### config.mk
export PLATFORM = sky130hd
export DESIGN_NAME = i2c_master_bit_sequencer
export DESIGN_NICKNAME = d
export VERILOG_FILES = /design/src/rtl/i2cms_pkg.sv /design/src/rtl/i2cms_front.sv /design/src/rtl/i2cms_queue.sv /design/src/rtl/i2cms_back.sv /design/src/rtl/i2c_master_bit_sequencer.sv
export SDC_FILE = /design/constraint.sdc
export NUM_CORES = 1
export LEC_CHECK = 0
export BUFFER_PORTS_ARGS = -buffer_cell sky130_fd_sc_hd__buf_4
export CAP_MARGIN = 30
export CORE_AREA = 5 5 103 144
export DETAILED_ROUTE_END_ITERATION = 7
export DIE_AREA = 0 0 108 149
export PLACE_DENSITY = 0.84
export SETUP_SLACK_MARGIN = 0.15
export SYNTH_ARGS = -nofsm -noshare
export SYNTH_HDL_FRONTEND = slang
export SYNTH_HIERARCHICAL = 1
export SYNTH_SLANG_ARGS = --single-unit
### constraint.sdc
create_clock -name clk -period 9.7 [get_ports clk]
set_input_delay 1.455 -clock clk [delete_from_list [all_inputs] [get_ports clk]]
set_output_delay 1.455 -clock clk [all_outputs]
set_load 0.02 [all_outputs]
### src/rtl/i2cms_pkg.sv
// ----------------------------------------------------------------------------
// i2cms_pkg
// Shared types, command codes and the step-count table for the I2C master
// bit sequencer.
// ----------------------------------------------------------------------------
package i2cms_pkg;

  localparam logic [2:0] CMD_START = 3'd0;
  localparam logic [2:0] CMD_STOP  = 3'd1;
  localparam logic [2:0] CMD_WRITE = 3'd2;
  localparam logic [2:0] CMD_READ  = 3'd3;
  localparam logic [2:0] CMD_SACK  = 3'd4;
  localparam logic [2:0] CMD_RACK  = 3'd5;

  localparam logic [15:0] PHASE_RESET = 16'd720;
  localparam logic [7:0]  MSB_MASK    = 8'h80;

  typedef struct packed {
    logic       cmd_ok;
    logic [2:0] req_type;
    logic [7:0] tx_data;
    logic       sda_in;
  } i2cms_item_t;

  function automatic logic [4:0] seq_len(input logic [2:0] cmd);
    logic [4:0] len;
    unique case (cmd)
      CMD_START: len = 5'd4;
      CMD_STOP:  len = 5'd3;
      CMD_WRITE: len = 5'd24;
      CMD_READ:  len = 5'd25;
      CMD_SACK:  len = 5'd3;
      default:   len = 5'd4;
    endcase
    return len;
  endfunction

endpackage

### src/rtl/i2cms_front.sv
// ----------------------------------------------------------------------------
// i2cms_front
// Input register: accepts one tick item per cycle while the queue is not
// full, classifies the command and selects the data latched with it.
// ----------------------------------------------------------------------------
module i2cms_front import i2cms_pkg::*; (
  input  logic        clk,
  input  logic        rst_n,
  input  logic        in_valid,
  output logic        in_stall,
  input  logic        in_cmd_valid,
  input  logic [2:0]  in_req_type,
  input  logic [7:0]  in_tx_byte,
  input  logic        in_tx_ack,
  input  logic        in_sda_in,
  output logic        fwd_valid,
  input  logic        fwd_full,
  output i2cms_item_t fwd_item
);

  logic        valid_r;
  logic        valid_nxt;
  i2cms_item_t item_r;
  i2cms_item_t item_nxt;
  logic        take;
  logic        moved;

  assign moved    = valid_r && !fwd_full;
  assign in_stall = valid_r && fwd_full;
  assign take     = in_valid && !in_stall;

  always_comb begin
    item_nxt.cmd_ok   = in_cmd_valid && (in_req_type <= CMD_RACK);
    item_nxt.req_type = in_req_type;
    item_nxt.tx_data  = (in_req_type == CMD_SACK) ? {7'd0, in_tx_ack} : in_tx_byte;
    item_nxt.sda_in   = in_sda_in;
  end

  always_comb begin
    priority if (take) begin
      valid_nxt = 1'b1;
    end else if (moved) begin
      valid_nxt = 1'b0;
    end else begin
      valid_nxt = valid_r;
    end
  end

  always_ff @(posedge clk) begin
    if (!rst_n) begin
      valid_r <= 1'b0;
    end else begin
      valid_r <= valid_nxt;
    end
  end

  always_ff @(posedge clk) begin
    if (take) begin
      item_r <= item_nxt;
    end
  end

  assign fwd_valid = valid_r;
  assign fwd_item  = item_r;

endmodule

### src/rtl/i2cms_queue.sv
// ----------------------------------------------------------------------------
// i2cms_queue
// Short in-order item queue between the front and the back.
// ----------------------------------------------------------------------------
module i2cms_queue import i2cms_pkg::*; #(
  parameter int DEPTH = 4
) (
  input  logic        clk,
  input  logic        rst_n,
  input  logic        push,
  input  i2cms_item_t push_item,
  output logic        full,
  input  logic        pop,
  output logic        nonempty,
  output i2cms_item_t pop_item
);

  localparam int PW = (DEPTH > 1) ? $clog2(DEPTH) : 1;
  localparam int CW = $clog2(DEPTH + 1);
  localparam logic [PW-1:0] LAST = PW'(DEPTH - 1);
  localparam logic [CW-1:0] FULL_COUNT = CW'(DEPTH);

  i2cms_item_t   mem_r [DEPTH];
  logic [PW-1:0] wr_ptr_r, wr_ptr_nxt;
  logic [PW-1:0] rd_ptr_r, rd_ptr_nxt;
  logic [CW-1:0] count_r, count_nxt;
  logic          do_push, do_pop;

  assign full     = (count_r == FULL_COUNT);
  assign nonempty = (count_r != '0);
  assign do_push  = push && !full;
  assign do_pop   = pop && nonempty;
  assign pop_item = mem_r[rd_ptr_r];

  always_comb begin
    wr_ptr_nxt = wr_ptr_r;
    rd_ptr_nxt = rd_ptr_r;
    count_nxt  = count_r;
    if (do_push) begin
      wr_ptr_nxt = (wr_ptr_r == LAST) ? '0 : wr_ptr_r + PW'(1);
    end
    if (do_pop) begin
      rd_ptr_nxt = (rd_ptr_r == LAST) ? '0 : rd_ptr_r + PW'(1);
    end
    unique case ({do_push, do_pop})
      2'b10:   count_nxt = count_r + CW'(1);
      2'b01:   count_nxt = count_r - CW'(1);
      default: count_nxt = count_r;
    endcase
  end

  always_ff @(posedge clk) begin
    if (!rst_n) begin
      wr_ptr_r <= '0;
      rd_ptr_r <= '0;
      count_r  <= '0;
    end else begin
      wr_ptr_r <= wr_ptr_nxt;
      rd_ptr_r <= rd_ptr_nxt;
      count_r  <= count_nxt;
    end
  end

  always_ff @(posedge clk) begin
    if (do_push) begin
      mem_r[wr_ptr_r] <= push_item;
    end
  end

  a_count_bound: assert property (@(posedge clk) disable iff (!rst_n)
    count_r <= FULL_COUNT)
    else $error("queue count beyond depth");

  a_no_push_full: assert property (@(posedge clk) disable iff (!rst_n)
    full && !do_pop |=> count_r == FULL_COUNT)
    else $error("queue lost its fill while full");

  a_ptr_match: assert property (@(posedge clk) disable iff (!rst_n)
    count_r == '0 |-> wr_ptr_r == rd_ptr_r)
    else $error("queue pointers differ while empty");

endmodule

### src/rtl/i2cms_back.sv
// ----------------------------------------------------------------------------
// i2cms_back
// Pin sequencer: plays one tick per queued item and registers the result.
// ----------------------------------------------------------------------------
module i2cms_back import i2cms_pkg::*; (
  input  logic        clk,
  input  logic        rst_n,
  input  logic        cfg_wr_en,
  input  logic [15:0] cfg_wr_data,
  input  logic        q_nonempty,
  input  i2cms_item_t q_item,
  output logic        q_pop,
  output logic        out_valid,
  input  logic        out_stall,
  output logic        out_scl_out,
  output logic        out_sda_out,
  output logic        out_busy_res,
  output logic        out_done_res,
  output logic [7:0]  out_rx_byte,
  output logic        out_rx_ack
);

  logic [15:0] phase_r;
  logic        running_r, running_nxt;
  logic [2:0]  cmd_r, cmd_nxt;
  logic [4:0]  step_r, step_nxt, step_inc;
  logic [15:0] timer_r, timer_nxt;
  logic [16:0] timer_inc;
  logic [1:0]  k_r, k_nxt;
  logic [2:0]  b_r, b_nxt;
  logic [7:0]  tx_r, tx_nxt;
  logic        scl_r, scl_nxt;
  logic        sda_r, sda_nxt;
  logic [7:0]  shift_r, shift_nxt;
  logic        ack_r, ack_nxt;
  logic        busy_nxt, done_nxt;
  logic [15:0] limit;
  logic        out_valid_r, out_valid_nxt;
  logic        out_busy_r, out_done_r;

  assign limit = (phase_r == '0) ? 16'd1 : phase_r;
  assign q_pop = q_nonempty && (!out_valid_r || !out_stall);

  always_comb begin
    running_nxt = running_r;
    cmd_nxt     = cmd_r;
    step_nxt    = step_r;
    timer_nxt   = timer_r;
    k_nxt       = k_r;
    b_nxt       = b_r;
    tx_nxt      = tx_r;
    scl_nxt     = scl_r;
    sda_nxt     = sda_r;
    shift_nxt   = shift_r;
    ack_nxt     = ack_r;
    busy_nxt    = 1'b0;
    done_nxt    = 1'b0;
    timer_inc   = '0;
    step_inc    = '0;
    if (!running_r && q_item.cmd_ok) begin
      running_nxt = 1'b1;
      cmd_nxt     = q_item.req_type;
      step_nxt    = '0;
      timer_nxt   = '0;
      k_nxt       = '0;
      b_nxt       = '0;
      tx_nxt      = q_item.tx_data;
    end
    if (running_nxt) begin
      busy_nxt = 1'b1;
      if (timer_nxt == '0) begin
        unique case (cmd_nxt)
          CMD_START: begin
            priority case (step_nxt)
              5'd0:    sda_nxt = 1'b1;
              5'd1:    scl_nxt = 1'b1;
              5'd2:    sda_nxt = 1'b0;
              default: scl_nxt = 1'b0;
            endcase
          end
          CMD_STOP: begin
            priority case (step_nxt)
              5'd0:    sda_nxt = 1'b0;
              5'd1:    scl_nxt = 1'b1;
              default: sda_nxt = 1'b1;
            endcase
          end
          CMD_WRITE: begin
            priority case (k_nxt)
              2'd0:    sda_nxt = tx_nxt[3'd7 - b_nxt];
              2'd1:    scl_nxt = 1'b1;
              default: scl_nxt = 1'b0;
            endcase
          end
          CMD_READ: begin
            if (step_nxt == '0) begin
              sda_nxt   = 1'b1;
              shift_nxt = '0;
            end else begin
              priority case (k_nxt)
                2'd0:    scl_nxt = 1'b1;
                2'd1:    if (q_item.sda_in) shift_nxt[3'd7 - b_nxt] = 1'b1;
                default: scl_nxt = 1'b0;
              endcase
            end
          end
          CMD_SACK: begin
            priority case (step_nxt)
              5'd0:    sda_nxt = tx_nxt[0];
              5'd1:    scl_nxt = 1'b1;
              default: scl_nxt = 1'b0;
            endcase
          end
          default: begin
            priority case (step_nxt)
              5'd0:    sda_nxt = 1'b1;
              5'd1:    scl_nxt = 1'b1;
              5'd2:    ack_nxt = q_item.sda_in;
              default: scl_nxt = 1'b0;
            endcase
          end
        endcase
      end
      timer_inc = {1'b0, timer_nxt} + 17'd1;
      if (timer_inc >= {1'b0, limit}) begin
        timer_nxt = '0;
        step_inc  = step_nxt + 5'd1;
        if (!(cmd_nxt == CMD_READ && step_nxt == '0)) begin
          if (k_nxt == 2'd2) begin
            k_nxt = '0;
            b_nxt = b_nxt + 3'd1;
          end else begin
            k_nxt = k_nxt + 2'd1;
          end
        end
        if (step_inc >= seq_len(cmd_nxt)) begin
          running_nxt = 1'b0;
          step_nxt    = '0;
          done_nxt    = 1'b1;
        end else begin
          step_nxt = step_inc;
        end
      end else begin
        timer_nxt = timer_inc[15:0];
      end
    end
  end

  always_comb begin
    priority if (q_pop) begin
      out_valid_nxt = 1'b1;
    end else if (out_stall) begin
      out_valid_nxt = out_valid_r;
    end else begin
      out_valid_nxt = 1'b0;
    end
  end

  always_ff @(posedge clk) begin
    if (!rst_n) begin
      phase_r <= PHASE_RESET;
    end else if (cfg_wr_en) begin
      phase_r <= cfg_wr_data;
    end
  end

  always_ff @(posedge clk) begin
    if (!rst_n) begin
      running_r   <= 1'b0;
      cmd_r       <= CMD_START;
      step_r      <= '0;
      timer_r     <= '0;
      k_r         <= '0;
      b_r         <= '0;
      tx_r        <= '0;
      scl_r       <= 1'b1;
      sda_r       <= 1'b1;
      shift_r     <= '0;
      ack_r       <= 1'b0;
      out_valid_r <= 1'b0;
    end else begin
      out_valid_r <= out_valid_nxt;
      if (q_pop) begin
        running_r <= running_nxt;
        cmd_r     <= cmd_nxt;
        step_r    <= step_nxt;
        timer_r   <= timer_nxt;
        k_r       <= k_nxt;
        b_r       <= b_nxt;
        tx_r      <= tx_nxt;
        scl_r     <= scl_nxt;
        sda_r     <= sda_nxt;
        shift_r   <= shift_nxt;
        ack_r     <= ack_nxt;
      end
    end
  end

  always_ff @(posedge clk) begin
    if (q_pop) begin
      out_busy_r <= busy_nxt;
      out_done_r <= done_nxt;
    end
  end

  assign out_valid    = out_valid_r;
  assign out_scl_out  = scl_r;
  assign out_sda_out  = sda_r;
  assign out_busy_res = out_busy_r;
  assign out_done_res = out_done_r;
  assign out_rx_byte  = shift_r;
  assign out_rx_ack   = ack_r;

  a_done_busy: assert property (@(posedge clk) disable iff (!rst_n)
    out_valid_r && out_done_r |-> out_busy_r)
    else $error("done without busy");

  a_idle_clear: assert property (@(posedge clk) disable iff (!rst_n)
    !running_r |-> (timer_r == '0) && (step_r == '0))
    else $error("idle sequencer holds a step or timer");

  a_step_bound: assert property (@(posedge clk) disable iff (!rst_n)
    running_r |-> (step_r < seq_len(cmd_r)) && (cmd_r <= CMD_RACK))
    else $error("step beyond command length");

endmodule

### src/rtl/i2c_master_bit_sequencer.sv
// ----------------------------------------------------------------------------
// i2c_master_bit_sequencer
// I2C master pin sequencer: one item is one clock tick; each tick returns
// the SCL/SDA drive levels, busy/done and the received byte and ack.
//
//   channel   direction  handshake             payload
//   in_       input      in_valid / in_stall   cmd_valid req_type tx_byte
//                                              tx_ack sda_in
//   out_      output     out_valid / out_stall scl_out sda_out busy_res
//                                              done_res rx_byte rx_ack
//   cfg_      input      cfg_wr_en             cfg_wr_data (phase_ticks)
//
// One item per cycle when the output is not stalled; items pass through the
// input register, the queue and the result register.
// The queue holds up to QUEUE_DEPTH items, so input keeps flowing after the
// output stalls until the queue fills, then in_stall rises.
// Reset leaves the pins released, the sequencer idle and phase_ticks at 720.
// ----------------------------------------------------------------------------
module i2c_master_bit_sequencer import i2cms_pkg::*; #(
  parameter int QUEUE_DEPTH = 4
) (
  input  logic        clk,
  input  logic        rst_n,
  input  logic        cfg_wr_en,
  input  logic [15:0] cfg_wr_data,
  input  logic        in_valid,
  output logic        in_stall,
  input  logic        in_cmd_valid,
  input  logic [2:0]  in_req_type,
  input  logic [7:0]  in_tx_byte,
  input  logic        in_tx_ack,
  input  logic        in_sda_in,
  output logic        out_valid,
  input  logic        out_stall,
  output logic        out_scl_out,
  output logic        out_sda_out,
  output logic        out_busy_res,
  output logic        out_done_res,
  output logic [7:0]  out_rx_byte,
  output logic        out_rx_ack
);

  logic        fwd_valid;
  logic        q_full;
  i2cms_item_t fwd_item;
  logic        q_nonempty;
  logic        q_pop;
  i2cms_item_t q_item;

  i2cms_front u_front (
    .clk          (clk),
    .rst_n        (rst_n),
    .in_valid     (in_valid),
    .in_stall     (in_stall),
    .in_cmd_valid (in_cmd_valid),
    .in_req_type  (in_req_type),
    .in_tx_byte   (in_tx_byte),
    .in_tx_ack    (in_tx_ack),
    .in_sda_in    (in_sda_in),
    .fwd_valid    (fwd_valid),
    .fwd_full     (q_full),
    .fwd_item     (fwd_item)
  );

  i2cms_queue #(
    .DEPTH (QUEUE_DEPTH)
  ) u_queue (
    .clk       (clk),
    .rst_n     (rst_n),
    .push      (fwd_valid),
    .push_item (fwd_item),
    .full      (q_full),
    .pop       (q_pop),
    .nonempty  (q_nonempty),
    .pop_item  (q_item)
  );

  i2cms_back u_back (
    .clk          (clk),
    .rst_n        (rst_n),
    .cfg_wr_en    (cfg_wr_en),
    .cfg_wr_data  (cfg_wr_data),
    .q_nonempty   (q_nonempty),
    .q_item       (q_item),
    .q_pop        (q_pop),
    .out_valid    (out_valid),
    .out_stall    (out_stall),
    .out_scl_out  (out_scl_out),
    .out_sda_out  (out_sda_out),
    .out_busy_res (out_busy_res),
    .out_done_res (out_done_res),
    .out_rx_byte  (out_rx_byte),
    .out_rx_ack   (out_rx_ack)
  );

endmodule

==> out/metrics.cfg <==
[critical_path]
cp_slowest_cell = dfxtp_1
worstPathArrival_ns = 5.99
rr_endpoint = u_back/step_r[4]
slowest_delay_ns = 0.84
required_ns = 10.00
path_cells = mux4_2 -> nand2b_1 -> buf_4 -> nand2_1 -> inv_1 -> ha_1 -> nand2_1 -> or3_1 -> or4_1 -> a21oi_2 -> ha_1 -> nand4_1 -> o41ai_1 -> a31oi_1 -> buf_4 -> a31o_2 -> a32o_1
r2r_slack_ns = 4.02
critPathKind = register to register
crit_fanout = 22
cp-end-kind = register
worstSetupStartpointType = register
worstRegToRegCells = 17

[logic_synthesis]
synth-edff-count = 67
yosys_most_used_dff = dfxtp_1
synth_seq_area_share_pct = 49.10
yosysTopAreaCell = edfxtp_1
syn_inst = 682
ys_ff_latch = 143
synthesis.area_um2 = 7197
syn_nets = 752
yosys_warnings = 6
yosys.area.top_type_share_pct = 27.96
avgSynthCellArea_um2 = 10.55
synth_area_leaders = edfxtp_1 (28%), dfxtp_1 (21%), ha_1 (5.9%), nand2_1 (4.4%), mux4_2 (3.8%)
synth_cell_types = 68
ys_async_sr_fraction_pct = 0

[power]
seq_power_share_pct = 40.0
clkPwrFrac_pct = 37.0
netSwitchingPower_uw = 547.3
ir_drop_mv = 0.1677
power.internal_uw = 1270
p_comb_share_pct = 23.0
power.density_nw_per_um2 = 218.7
swShare_pct = 30.11
leakage_uw = 0.003123

[placed_design]
port_buffers = 49
hpwl_um = 11810
place_inst = 888
routabilityCongestion = 0.9041

[run_status]
status = finished clean

[timing]
setup_tns_ns = 0
period_needed_ns = 5.683
fmax_mhz = 176.0
tightest_slew_ns = 0.9402
relSlewSlack_pct = 37.02
skew_ns = 0.009006
post-route-period-util_pct = 58.59
final_hold_viol_count = 0
drv_slew = 0
setup_viol = 0
rsz0062_at_grt = no

[floorplan]
coreArea_um2 = 13260
die_area_um2 = 16090
die_y_um = 149
fp.dieW_um = 108
ios = 50
row_count = 50
start_util_pct = 54.26

[clocking]
ctsLongestPathBuffers = 2
hold_buffers = 0
cts_root_buffer = clkbuf_16
clock-sinks = 143
clk_latency_ns = 0.41
htreeDepth = 4
cts_buffers = 17
cts_resized = 0
cts_tree = built
clk_pin_slew_ns = 0.06
cts_setup_buffers = 0

[worst_hold_path]
hold_class = register to register
min_to = u_back/out_rx_byte[3]
holdPathStages = 2
min-delay-start = u_back/out_rx_byte[3]

[route]
drtIter0Drc = 411
drt_wl_total_um = 16710
wl_per_cell_um = 18.16
vias_per_cell = 5.995
final_antenna_net_count = 0
post-route-drc-count = 0
vias = 5515
drt_first_pass_iters = 5

[cells_and_area]
mostFrequentLayoutCells = nand2_1 (85), dfxtp_1 (76), edfxtp_1 (67)
drive_above_1_share_pct = 15.72
final_cells = 920
final_nets = 795
area_growth_pct = 15.47
multi_input_area_um2 = 3401
fillCellCount = 1020
final_common_cell = nand2_1
ff_latch_area_um2 = 3533
antenna_cells = 0

[global_route]
grt_first_pass_wirelength_um = 27020
gr-total-overflow = 0
grt_max_degree = 78
antenna_found_initial = 0
grt_pass1_vias = 5591
grt.total_usage_pct = 21.31

[flow_run]
timing.max_cap.violations = 0

[state kept, by name, summed over array words and instances (netlist names), 2 cells and up, named ones only]
name                count
u_back/out_rx_byte      8
u_back/b_r              3
u_queue/wr_ptr_r        2
u_queue/count_r         3
u_queue/mem_r          52
u_back/step_r           5
u_back/cmd_r            3
u_front/fwd_item       13
u_back/k_r              2
u_back/tx_r             8
u_back/phase_r         16
u_queue/rd_ptr_r        2
u_back/timer_r         16
[critical path: cells and delay by family (launching register included)]
family / cells / cell delay [ns]
mux: 1 / 0.65
fa+ha+maj: 2 / 0.40
simple gates: 6 / 1.40
flops: 1 / 0.84
compound gates: 5 / 1.57
buf+inv: 3 / 0.70
[worst max path at each step]
stage	from	endpoint	slack (ns)	cells after the start
after CTS	register	u_back/step_r[4]	4.02	17
after floorplan	register	u_back/out_done_res	4.54	21
after global routing	register	u_back/step_r[3]	3.59	17
final	register	u_back/step_r[4]	4.02	17
after global placement	register	u_back/step_r[4]	4.23	17
after detailed placement	register	u_back/step_r[4]	4.02	17
[routing by layer]
metal,up-vias,GRT usage (%),wire [um]
li1,2595,-,-
met1,2663,22.42,6155
met3,54,4.504,805
met4,0,10.99,691
met2,203,39.29,9057
met5,-,0,0
[synth_stat cells, types with 6 or more instances]
master,number
mux2i_1,23
and2b_2,7
nand3_1,18
a31oi_1,6
a21boi_0,18
o21ai_0,20
inv_1,34
dfxtp_1,76
o211ai_1,8
clkbuf_1,21
nor4_1,10
edfxtp_1,67
a21boi_1,10
nor2_1,35
xor2_1,7
nand2_1,85
nand4_1,24
or3_1,11
o31ai_1,6
ha_1,34
mux4_2,12
nor2b_1,19
a21oi_1,27
xnor2_1,7
and2_1,11
nor3_1,10
buf_2,6
[power groups by stage]
stage	Clock (uW)	Sequential (uW)	Combinational (uW)
2_1_floorplan	0	729	297
3_3_place_gp	0	734	392
3_5_place_dp	0	739	407
4_1_cts	685	726	413
5_1_grt	710	733	455
6_report	673	726	419
[cells by family (layout without fill, tap and decap cells)]
logic type | Yosys count | in the layout | share of synthesized area (%)
AO/OA/AOI/OAI | 132 | 132 | 12.55
XOR/XNOR | 14 | 14 | 1.704
adder cells (fa/ha/maj) | 35 | 35 | 6.189
buffers and inverters | 66 | 122 | 3.651
flip-flops | 143 | 143 | 49.10
multiplexers | 41 | 41 | 8.571
AND/OR/NAND/NOR | 251 | 251 | 18.24
[per-stage QoR]
step / hold WS, ns / cell area (um^2) / utilization (%) / worst slack [ns] / power [uW]
after floorplan: 0.4402 / 7197 / - / 4.536 / 1026
after global placement: 0.4499 / 7699 / 58.05 / 4.234 / 1126
after detailed placement: 0.4624 / 7706 / 58.10 / 4.021 / 1146
after CTS: 0.4769 / 8310 / 62.66 / 4.023 / 1824
after global routing: 0.5035 / 8310 / 62.66 / 3.587 / 1898
final: 0.4712 / 8310 / 62.66 / 4.017 / 1818
[layout make-up]
type / instances / share of cell area [%]
flip-flops and latches: 143 / 42.52
multi-input cells: 473 / 40.92
clock buffers: 21 / 5.300
repair buffers: 55 / 4.968
well taps: 182 / 2.740
clock inverters: 11 / 1.972
inverters: 35 / 1.581
(Power assumes the default switching activity.)
